File: src/hdl/pmc_pkg.sv
// Package: shared types and constants for the PS/2 mouse packet cursor block.
`default_nettype none
package pmc_pkg;

  localparam int unsigned BYTE_W      = 8;
  localparam int unsigned POS_W       = 10;
  localparam int unsigned COLOUR_W    = 2;
  localparam int unsigned BUTTONS     = 3;
  localparam int unsigned CFG_IDX_W   = 2;
  localparam int unsigned QUEUE_DEPTH = 2;

  localparam int unsigned NUM_COLOURS_DEF = 4;

  localparam logic [POS_W-1:0] X_MAX_RESET = POS_W'(310);
  localparam logic [POS_W-1:0] Y_MAX_RESET = POS_W'(190);
  localparam logic [POS_W-1:0] X_START     = POS_W'(155);
  localparam logic [POS_W-1:0] Y_START     = POS_W'(95);

  localparam logic [CFG_IDX_W-1:0] REG_X_MAX = CFG_IDX_W'(0);
  localparam logic [CFG_IDX_W-1:0] REG_Y_MAX = CFG_IDX_W'(1);

  typedef enum logic [1:0] {
    EV_MOVE    = 2'd0,
    EV_PRESS   = 2'd1,
    EV_RELEASE = 2'd2
  } ev_kind_e;

  typedef struct packed {
    logic [BUTTONS-1:0] buttons;
    logic [BYTE_W-1:0]  dx;
    logic [BYTE_W-1:0]  dy;
  } packet_t;

  typedef struct packed {
    logic [POS_W-1:0] x_max;
    logic [POS_W-1:0] y_max;
  } cfg_t;

endpackage
`default_nettype wire

File: src/hdl/pmc_front.sv
// Front end: assembles mouse bytes into 3-byte packets and pushes them to the queue.
`default_nettype none
module pmc_front import pmc_pkg::*; (
  input  wire logic              clk_i,
  input  wire logic              rst_ni,
  input  wire logic              in_valid_i,
  output logic                   in_ready_o,
  input  wire logic [BYTE_W-1:0] data_byte_i,
  input  wire logic              from_mouse_i,
  input  wire logic              q_ready_i,
  output logic                   q_push_o,
  output packet_t                q_pkt_o
);

  logic [1:0]        byte_pos_q, byte_pos_d;
  logic [BYTE_W-1:0] byte0_q, byte1_q;
  logic              xfer;

  assign in_ready_o = q_ready_i;
  assign xfer       = in_valid_i && q_ready_i && from_mouse_i;
  assign q_push_o   = xfer && (byte_pos_q == 2'd2);

  assign q_pkt_o.buttons = byte0_q[BUTTONS-1:0];
  assign q_pkt_o.dx      = byte1_q;
  assign q_pkt_o.dy      = data_byte_i;

  always_comb begin
    byte_pos_d = byte_pos_q;
    if (xfer) begin
      byte_pos_d = (byte_pos_q == 2'd2) ? 2'd0 : byte_pos_q + 2'd1;
    end
  end

  always_ff @(posedge clk_i or negedge rst_ni) begin
    if (!rst_ni) begin
      byte_pos_q <= 2'd0;
    end else begin
      byte_pos_q <= byte_pos_d;
    end
  end

  always_ff @(posedge clk_i) begin
    if (xfer && byte_pos_q == 2'd0) begin
      byte0_q <= data_byte_i;
    end
    if (xfer && byte_pos_q == 2'd1) begin
      byte1_q <= data_byte_i;
    end
  end

endmodule
`default_nettype wire

File: src/hdl/pmc_queue.sv
// Packet queue between the front end and the event sequencer.
`default_nettype none
module pmc_queue import pmc_pkg::*; (
  input  wire logic clk_i,
  input  wire logic rst_ni,
  input  wire logic push_i,
  input  packet_t   pkt_i,
  output logic      ready_o,
  output logic      valid_o,
  input  wire logic pop_i,
  output packet_t   pkt_o
);

  localparam int unsigned PTR_W = (QUEUE_DEPTH > 1) ? $clog2(QUEUE_DEPTH) : 1;
  localparam int unsigned CNT_W = $clog2(QUEUE_DEPTH + 1);

  packet_t            mem_q [QUEUE_DEPTH];
  logic [PTR_W-1:0]   wr_ptr_q, rd_ptr_q;
  logic [CNT_W-1:0]   count_q;
  logic               do_push, do_pop;

  assign ready_o = (count_q != CNT_W'(QUEUE_DEPTH));
  assign valid_o = (count_q != '0);
  assign do_push = push_i && ready_o;
  assign do_pop  = pop_i && valid_o;
  assign pkt_o   = mem_q[rd_ptr_q];

  function automatic logic [PTR_W-1:0] ptr_inc(input logic [PTR_W-1:0] p);
    ptr_inc = (p == PTR_W'(QUEUE_DEPTH - 1)) ? '0 : p + PTR_W'(1);
  endfunction

  always_ff @(posedge clk_i or negedge rst_ni) begin
    if (!rst_ni) begin
      wr_ptr_q <= '0;
      rd_ptr_q <= '0;
      count_q  <= '0;
    end else begin
      if (do_push) wr_ptr_q <= ptr_inc(wr_ptr_q);
      if (do_pop)  rd_ptr_q <= ptr_inc(rd_ptr_q);
      if (do_push && !do_pop) begin
        count_q <= count_q + CNT_W'(1);
      end else if (do_pop && !do_push) begin
        count_q <= count_q - CNT_W'(1);
      end
    end
  end

  always_ff @(posedge clk_i) begin
    if (do_push) begin
      mem_q[wr_ptr_q] <= pkt_i;
    end
  end

endmodule
`default_nettype wire

File: src/hdl/pmc_back.sv
// Back end: steps through a packet's events, updates cursor and colour, holds the output register.
`default_nettype none
module pmc_back import pmc_pkg::*; #(
  parameter int unsigned NUM_COLOURS = NUM_COLOURS_DEF
) (
  input  wire logic                clk_i,
  input  wire logic                rst_ni,
  input  cfg_t                     cfg_i,
  input  wire logic                pkt_valid_i,
  input  packet_t                  pkt_i,
  output logic                     pkt_pop_o,
  output logic                     out_valid_o,
  input  wire logic                out_ready_i,
  output logic [1:0]               event_kind_o,
  output logic [1:0]               button_number_o,
  output logic signed [BYTE_W-1:0] delta_x_o,
  output logic signed [BYTE_W-1:0] delta_y_o,
  output logic [POS_W-1:0]         cursor_x_o,
  output logic [POS_W-1:0]         cursor_y_o,
  output logic [COLOUR_W-1:0]      colour_index_o,
  output logic                     last_of_run_o
);

  localparam int unsigned SUM_W = POS_W + 2;

  // pending bit 0: move, bits 1..3: buttons 1..3
  logic [BUTTONS:0]     pend_q, pend_d, sel;
  logic [BUTTONS-1:0]   btn_now_q, btn_state_q;
  logic [BYTE_W-1:0]    dx_q, dy_q;
  logic [POS_W-1:0]     pos_x_q, pos_y_q, pos_x_d, pos_y_d;
  logic [COLOUR_W-1:0]  colour_q, colour_d;
  logic                 active, emit, last, load;
  logic signed [SUM_W-1:0] sum_x, sum_y;
  logic [1:0]           btn_num;
  ev_kind_e             kind;

  logic                 ov_q;
  ev_kind_e             kind_q;
  logic [1:0]           btn_q;
  logic [BYTE_W-1:0]    odx_q, ody_q;
  logic                 last_q;

  assign active    = (pend_q != '0);
  assign emit      = active && (!ov_q || out_ready_i);
  assign last      = ((pend_q & ~sel) == '0);
  assign load      = pkt_valid_i && (!active || (emit && last));
  assign pkt_pop_o = load;

  always_comb begin
    sel     = '0;
    btn_num = 2'd0;
    priority if (pend_q[0]) begin
      sel[0] = 1'b1;
    end else if (pend_q[1]) begin
      sel[1]  = 1'b1;
      btn_num = 2'd1;
    end else if (pend_q[2]) begin
      sel[2]  = 1'b1;
      btn_num = 2'd2;
    end else if (pend_q[3]) begin
      sel[3]  = 1'b1;
      btn_num = 2'd3;
    end else begin
      btn_num = 2'd0;
    end
  end

  assign sum_x = SUM_W'(signed'({2'b00, pos_x_q})) + SUM_W'(signed'(dx_q));
  assign sum_y = SUM_W'(signed'({2'b00, pos_y_q})) - SUM_W'(signed'(dy_q));

  always_comb begin
    pend_d   = pend_q;
    pos_x_d  = pos_x_q;
    pos_y_d  = pos_y_q;
    colour_d = colour_q;
    kind     = EV_MOVE;
    if (emit) begin
      pend_d = pend_q & ~sel;
      if (sel[0]) begin
        if (sum_x[SUM_W-1]) pos_x_d = '0;
        else if (sum_x[SUM_W-2:0] > {1'b0, cfg_i.x_max}) pos_x_d = cfg_i.x_max;
        else pos_x_d = sum_x[POS_W-1:0];
        if (sum_y[SUM_W-1]) pos_y_d = '0;
        else if (sum_y[SUM_W-2:0] > {1'b0, cfg_i.y_max}) pos_y_d = cfg_i.y_max;
        else pos_y_d = sum_y[POS_W-1:0];
      end else if (btn_now_q[btn_num - 2'd1]) begin
        kind = EV_PRESS;
        colour_d = (colour_q >= COLOUR_W'(NUM_COLOURS - 1)) ? '0 : colour_q + COLOUR_W'(1);
      end else begin
        kind = EV_RELEASE;
      end
    end
    if (load) begin
      pend_d = {pkt_i.buttons ^ btn_state_q, (pkt_i.dx != '0) || (pkt_i.dy != '0)};
    end
  end

  always_ff @(posedge clk_i or negedge rst_ni) begin
    if (!rst_ni) begin
      pend_q      <= '0;
      btn_state_q <= '0;
      pos_x_q     <= X_START;
      pos_y_q     <= Y_START;
      colour_q    <= '0;
      ov_q        <= 1'b0;
    end else begin
      pend_q   <= pend_d;
      pos_x_q  <= pos_x_d;
      pos_y_q  <= pos_y_d;
      colour_q <= colour_d;
      if (load) btn_state_q <= pkt_i.buttons;
      if (emit) ov_q <= 1'b1;
      else if (out_ready_i) ov_q <= 1'b0;
    end
  end

  always_ff @(posedge clk_i) begin
    if (load) begin
      btn_now_q <= pkt_i.buttons;
      dx_q      <= pkt_i.dx;
      dy_q      <= pkt_i.dy;
    end
    if (emit) begin
      kind_q <= kind;
      btn_q  <= btn_num;
      odx_q  <= sel[0] ? dx_q : '0;
      ody_q  <= sel[0] ? dy_q : '0;
      last_q <= last;
    end
  end

  assign out_valid_o     = ov_q;
  assign event_kind_o    = kind_q;
  assign button_number_o = btn_q;
  assign delta_x_o       = signed'(odx_q);
  assign delta_y_o       = signed'(ody_q);
  assign cursor_x_o      = pos_x_q;
  assign cursor_y_o      = pos_y_q;
  assign colour_index_o  = colour_q;
  assign last_of_run_o   = last_q;

endmodule
`default_nettype wire

File: src/hdl/ps2_mouse_packet_cursor.sv
// Top level: PS/2 mouse packet decoder driving a clamped cursor and a colour cycle.
// Throughput: one byte per cycle while the packet queue has room; a packet yields
//   up to four events, one per cycle unless stalled, set by the back end's event sequencer.
// Path: a packet's first event goes through the queue, pend_q and the output register.
// Reset (async, active low): cursor 155/95, limits 310/190, buttons and colour zero,
//   queue and output register empty.
`default_nettype none
module ps2_mouse_packet_cursor import pmc_pkg::*; #(
  parameter int unsigned NUM_COLOURS = NUM_COLOURS_DEF
) (
  input  wire logic                 clk_i,
  input  wire logic                 rst_ni,
  input  wire logic                 cfg_we_i,
  input  wire logic [CFG_IDX_W-1:0] cfg_idx_i,
  input  wire logic [POS_W-1:0]     cfg_data_i,
  input  wire logic                 in_valid_i,
  output logic                      in_ready_o,
  input  wire logic [BYTE_W-1:0]    data_byte_i,
  input  wire logic                 from_mouse_i,
  output logic                      out_valid_o,
  input  wire logic                 out_ready_i,
  output logic [1:0]                event_kind_o,
  output logic [1:0]                button_number_o,
  output logic signed [BYTE_W-1:0]  delta_x_o,
  output logic signed [BYTE_W-1:0]  delta_y_o,
  output logic [POS_W-1:0]          cursor_x_o,
  output logic [POS_W-1:0]          cursor_y_o,
  output logic [COLOUR_W-1:0]       colour_index_o,
  output logic                      last_of_run_o
);

  cfg_t    cfg_q;
  packet_t push_pkt, pop_pkt;
  logic    q_ready, q_push, q_valid, q_pop;

  always_ff @(posedge clk_i or negedge rst_ni) begin
    if (!rst_ni) begin
      cfg_q.x_max <= X_MAX_RESET;
      cfg_q.y_max <= Y_MAX_RESET;
    end else if (cfg_we_i) begin
      if (cfg_idx_i == REG_X_MAX) cfg_q.x_max <= cfg_data_i;
      if (cfg_idx_i == REG_Y_MAX) cfg_q.y_max <= cfg_data_i;
    end
  end

  pmc_front u_front (
    .clk_i        (clk_i),
    .rst_ni       (rst_ni),
    .in_valid_i   (in_valid_i),
    .in_ready_o   (in_ready_o),
    .data_byte_i  (data_byte_i),
    .from_mouse_i (from_mouse_i),
    .q_ready_i    (q_ready),
    .q_push_o     (q_push),
    .q_pkt_o      (push_pkt)
  );

  pmc_queue u_queue (
    .clk_i   (clk_i),
    .rst_ni  (rst_ni),
    .push_i  (q_push),
    .pkt_i   (push_pkt),
    .ready_o (q_ready),
    .valid_o (q_valid),
    .pop_i   (q_pop),
    .pkt_o   (pop_pkt)
  );

  pmc_back #(
    .NUM_COLOURS (NUM_COLOURS)
  ) u_back (
    .clk_i           (clk_i),
    .rst_ni          (rst_ni),
    .cfg_i           (cfg_q),
    .pkt_valid_i     (q_valid),
    .pkt_i           (pop_pkt),
    .pkt_pop_o       (q_pop),
    .out_valid_o     (out_valid_o),
    .out_ready_i     (out_ready_i),
    .event_kind_o    (event_kind_o),
    .button_number_o (button_number_o),
    .delta_x_o       (delta_x_o),
    .delta_y_o       (delta_y_o),
    .cursor_x_o      (cursor_x_o),
    .cursor_y_o      (cursor_y_o),
    .colour_index_o  (colour_index_o),
    .last_of_run_o   (last_of_run_o)
  );

  a_move_no_button: assert property (@(posedge clk_i) disable iff (!rst_ni)
    out_valid_o && event_kind_o == EV_MOVE |-> button_number_o == 2'd0)
    else $error("move event carries a button number");

  a_button_no_delta: assert property (@(posedge clk_i) disable iff (!rst_ni)
    out_valid_o && event_kind_o != EV_MOVE |->
      button_number_o != 2'd0 && delta_x_o == '0 && delta_y_o == '0)
    else $error("button event malformed");

  a_colour_range: assert property (@(posedge clk_i) disable iff (!rst_ni)
    32'(colour_index_o) < NUM_COLOURS)
    else $error("colour index out of range");

  a_no_overflow: assert property (@(posedge clk_i) disable iff (!rst_ni)
    q_push |-> q_ready)
    else $error("packet pushed into full queue");

endmodule
`default_nettype wire
File: config.mk
export PLATFORM = sky130hd
export DESIGN_NAME = ps2_mouse_packet_cursor
export DESIGN_NICKNAME = d
export VERILOG_FILES = /design/src/hdl/pmc_pkg.sv /design/src/hdl/pmc_front.sv /design/src/hdl/pmc_queue.sv /design/src/hdl/pmc_back.sv /design/src/hdl/ps2_mouse_packet_cursor.sv
export SDC_FILE = /design/constraint.sdc
export NUM_CORES = 1
export LEC_CHECK = 0
export BUFFER_PORTS_ARGS = -buffer_cell sky130_fd_sc_hd__buf_2
export CORE_AREA = 4 4 116 118
export DETAILED_ROUTE_END_ITERATION = 6
export DIE_AREA = 0 0 120 122
export GPL_ROUTABILITY_DRIVEN = 0
export PLACE_DENSITY = 0.77
export SYNTH_ARGS = -nofsm -noshare
export SYNTH_HDL_FRONTEND = slang
export SYNTH_HIERARCHICAL = 1
export SYNTH_SLANG_ARGS = --single-unit
File: constraint.sdc
create_clock -name clk_i -period 5.59 [get_ports clk_i]
set_clock_uncertainty 0.1 [all_clocks]
set_input_delay 0.559 -clock clk_i [delete_from_list [all_inputs] [get_ports clk_i]]
set_output_delay 0.559 -clock clk_i [all_outputs]
set_load 0.02 [all_outputs]
==> results.yml <==
yosys:
  ys.flop_type: "edfxtp_1"
  syn_inst: 565
  synth.cell_area_um2: 7300
  syn-num-nets: 637
  ys_async_sr_fraction: 0.386
  yosysWarnings: 6
  synth_seq_cells: 145
  yosysSeqAreaShare: 0.562
  synth_edf_count: 89
  synthDistinctLibCells: 62
  syn_area_per_cell_um2: 12.9
clock_tree:
  cts_inserted_buffers: 17
  cts_setup_buffers: 0
  cts_tree: "built"
  cts_buffer_depth: 2
  cts_hold_buffers: 0
  clock_sinks: 145
  clk_latency_ns: 0.42
  cts_root_buf: "clkbuf_16"
  htreeDepth: 4
  ctsResizeCount: 0
  clk_pin_slew_ns: 0.06
route:
  route.top_layer_used: "met4"
  final_antenna_net_count: 0
  met3WireLength_um: 591
  drt_wl_total_mm: 14.5
  post_drt_wl_per_cell_um: 17.7
  drc: 0
  dr.first_iter.drc_count: 246
  vias_per_cell: 5.60
  dr_wl_met2_mm: 7.51
  via_count: 4604
  dr.pass1.iters: 4
  routedLengthMet1_mm: 6.11
sta:
  setup_slack_ns: 1.22
  fin_crit_sh: 0.781
  rsz0062_at_grt: "false"
  setup_tns_ns: 0
  slew_viol_final: 0
  fmaxAchievable_mhz: 229
  hold_viol_final: 0
  setup_viol: 0
  relSlewSlack: 0.340
  period_needed_ns: 4.37
  worst-slew-pin-transition_ns: 0.990
placed_design:
  preCtsSetupSlack_ns: 1.29
  port_buffers: 70
  hpwl_mm: 10.7
critical_path:
  cpMaxStageDelayCell: "dfstp_2"
  critical_path_peak_fanout: 6
  end_kind: "flip-flop"
  crit_top_cell: "ha_1"
  cp-start-kind: "flip-flop"
  worstSetupPathType: "reg -> reg"
  r2r_end: "u_back/cursor_x_o[9]$_DFFE_PN0P_"
  slowest_delay_ns: 0.55
  rr_startpoint: "u_back/cursor_x_o[0]$_DFFE_PN1P_"
  path_cells: "ha_1 > inv_1 > fa_1 > nand2b_1 > a21oi_1 > o21a_1 > nor2_1 > xnor2_1 > ha_1 > nand4_1 > or3_1 > o311ai_2 > nand2_1 > o31ai_2 > buf_4 > mux2i_1 > o22ai_1"
  reg2reg_depth: 17
  cp.arrival_ns: 4.54
  worstPathRequired_ns: 5.76
  rrSetupSlack_ns: 1.22
hold_path:
  worst_hold_path_type: "in -> async"
grt:
  grt_pass1_vias: 4817
  grt_usage: 0.213
  antenna_found_initial: 0
  grt_pass1_wl_mm: 23.9
  grt_max_degree: 57
  grt-ovfl-total: 0
finish:
  drive_above_1_share: 0.289
  synthToLayoutAreaGrowth_pct: 13.9
  antenna_cells: 0
  final_nets: 709
die:
  std_cell_rows: 41
  die_area_um2: 14600
  start_util: 0.585
  die_h_um: 122
  ios: 71
  coreArea_um2: 12500
  die_w_um: 120
flow_run:
  maxCapViolCount: 0
power:
  power_leakage_nw: 3.53
  power_density_nw_per_um2: 670
  worst_ir_drop_vdd_uv: 370
outcome:
  status: "finished, final reports clean"
-- layout make-up --
cell class                      instances  area (um^2)
Tap cell                              172          215
Sequential cell                       145         4100
Fill cell                             895         4160
Multi-Input combinational cell        358         2890
Inverter                               41          154
Clock buffer                           23          478
Timing Repair Buffer                   74          380
Clock inverter                          9         95.1
-- worst max-delay path, delay by kind of cell, from the launching register on --
| family | cells | cell delay (ns) |
|---|---|---|
| buffers and inverters | 2 | 0.35 |
| xor gates and xnor gates | 1 | 0.14 |
| DFF | 1 | 0.55 |
| muxes | 1 | 0.19 |
| adders and majority gates | 3 | 0.92 |
| and+or+nand+nor | 5 | 0.84 |
| AOI/OAI and AO/OA | 5 | 1.13 |
-- power by group --
part | internal (mW) | leakage [nW] | switching [mW]
clock network | 0.654 | 0.279 | 0.433
logic | 1.16 | 1.78 | 1.50
registers | 1.55 | 1.48 | 0.271
-- metrics by stage --
stage               cell area (um^2)  std cells  total power, mW  hold slack, ns  utilization
finish                          8310        822             5.57           0.177        0.667
CTS                             8310        822             5.59           0.210        0.667
global placement                7740        790             4.36           0.321        0.621
global route                    8310        822             5.97           0.235        0.667
detailed placement              7740        790             4.48           0.333        0.621
floorplan                       7300        565             3.86           0.163            -
-- cell usage after synthesis (all sizes together) (3+ instances only) --
| cell type | instances | area share |
|---|---|---|
| xor2 | 7 | 0.0084 |
| clkbuf | 5 | 0.0027 |
| nor3 | 8 | 0.0055 |
| nand3b | 3 | 0.0031 |
| a211oi | 7 | 0.0086 |
| dfrtp | 34 | 0.12 |
| nor4 | 4 | 0.0034 |
| a21oi | 18 | 0.012 |
| o21ai | 32 | 0.022 |
| nand3 | 6 | 0.0055 |
| o21bai | 3 | 0.0031 |
| mux2i | 20 | 0.027 |
| nand4 | 4 | 0.0034 |
| inv | 41 | 0.021 |
| xnor2 | 14 | 0.017 |
| nor2b | 6 | 0.0062 |
| and2 | 18 | 0.015 |
| or3 | 6 | 0.0058 |
| o21a | 10 | 0.011 |
| mux2 | 45 | 0.075 |
| nand2 | 32 | 0.017 |
| dfstp | 22 | 0.079 |
| nor2 | 31 | 0.016 |
| edfxtp | 89 | 0.37 |
| buf | 16 | 0.019 |
| o22ai | 6 | 0.0051 |
| ha | 44 | 0.075 |
| nand2b | 7 | 0.0070 |
-- worst max path at each step --
stage                                     startpoint                          endpoint  slack, ns  depth (start not counted)
global placement    u_back/cursor_x_o[0]$_DFFE_PN1P_  u_back/cursor_x_o[9]$_DFFE_PN0P_       1.44                         17
finish              u_back/cursor_x_o[0]$_DFFE_PN1P_  u_back/cursor_x_o[9]$_DFFE_PN0P_       1.22                         17
global route        u_back/cursor_x_o[0]$_DFFE_PN1P_  u_back/cursor_x_o[9]$_DFFE_PN0P_       0.94                         17
floorplan           u_back/cursor_x_o[0]$_DFFE_PN1P_  u_back/cursor_x_o[9]$_DFFE_PN0P_       1.81                         17
CTS                 u_back/cursor_x_o[0]$_DFFE_PN1P_  u_back/cursor_x_o[9]$_DFFE_PN0P_       1.27                         17
detailed placement  u_back/cursor_x_o[0]$_DFFE_PN1P_  u_back/cursor_x_o[9]$_DFFE_PN0P_       1.29                         17
-- cell usage in the layout, fill, tap and decap left out, drive strengths merged, types with 3 or more instances in the layout --
cell type	synthesis	final
a211oi	7	7
a21oi	18	18
and2	18	18
buf	16	74
clkbuf	5	23
clkinv	0	3
dfrtp	34	34
dfstp	22	22
edfxtp	89	89
ha	44	44
inv	41	45
mux2	45	45
mux2i	20	20
nand2	32	32
nand2b	7	7
nand3	6	6
nand3b	3	3
nand4	4	4
nor2	31	31
nor2b	6	6
nor3	8	8
nor4	4	4
o21a	10	10
o21ai	32	32
o21bai	3	3
o22ai	6	6
or3	6	6
xnor2	14	14
xor2	7	7
-- cell families after synthesis --
logic type	Yosys count	synth area share
buffers and inverters	62	0.0430
flip-flops	145	0.562
adder cells (fa/ha/maj)	47	0.0823
multiplexers	65	0.103
AND/OR/NAND/NOR	130	0.0948
XOR/XNOR	21	0.0252
AO/OA/AOI/OAI	95	0.0899
-- state kept, by name (all words and copies together) (netlist names), 3 cells and up --
register / flops
cfg_q: 20
u_back/btn_state_q: 3
u_back/btn_now_q: 3
u_queue/mem_q: 38
u_back/dx_q: 8
u_front/byte0_q: 3
u_back/dy_q: 8
u_front/byte1_q: 8
u_back/delta_y_o: 8
u_back/cursor_y_o: 10
u_back/cursor_x_o: 10
u_back/pend_q: 4
u_back/delta_x_o: 8
-- layer usage --
| layer | global-route usage | vias to the layer above |
|---|---|---|
| met5 | 0 | - |
| met4 | 0.0945 | 0 |
| met3 | 0.0460 | 32 |
| met2 | 0.365 | 132 |
| met1 | 0.259 | 2248 |
| li1 | - | 2192 |
Note: power is estimated with default switching activity, not from simulation.
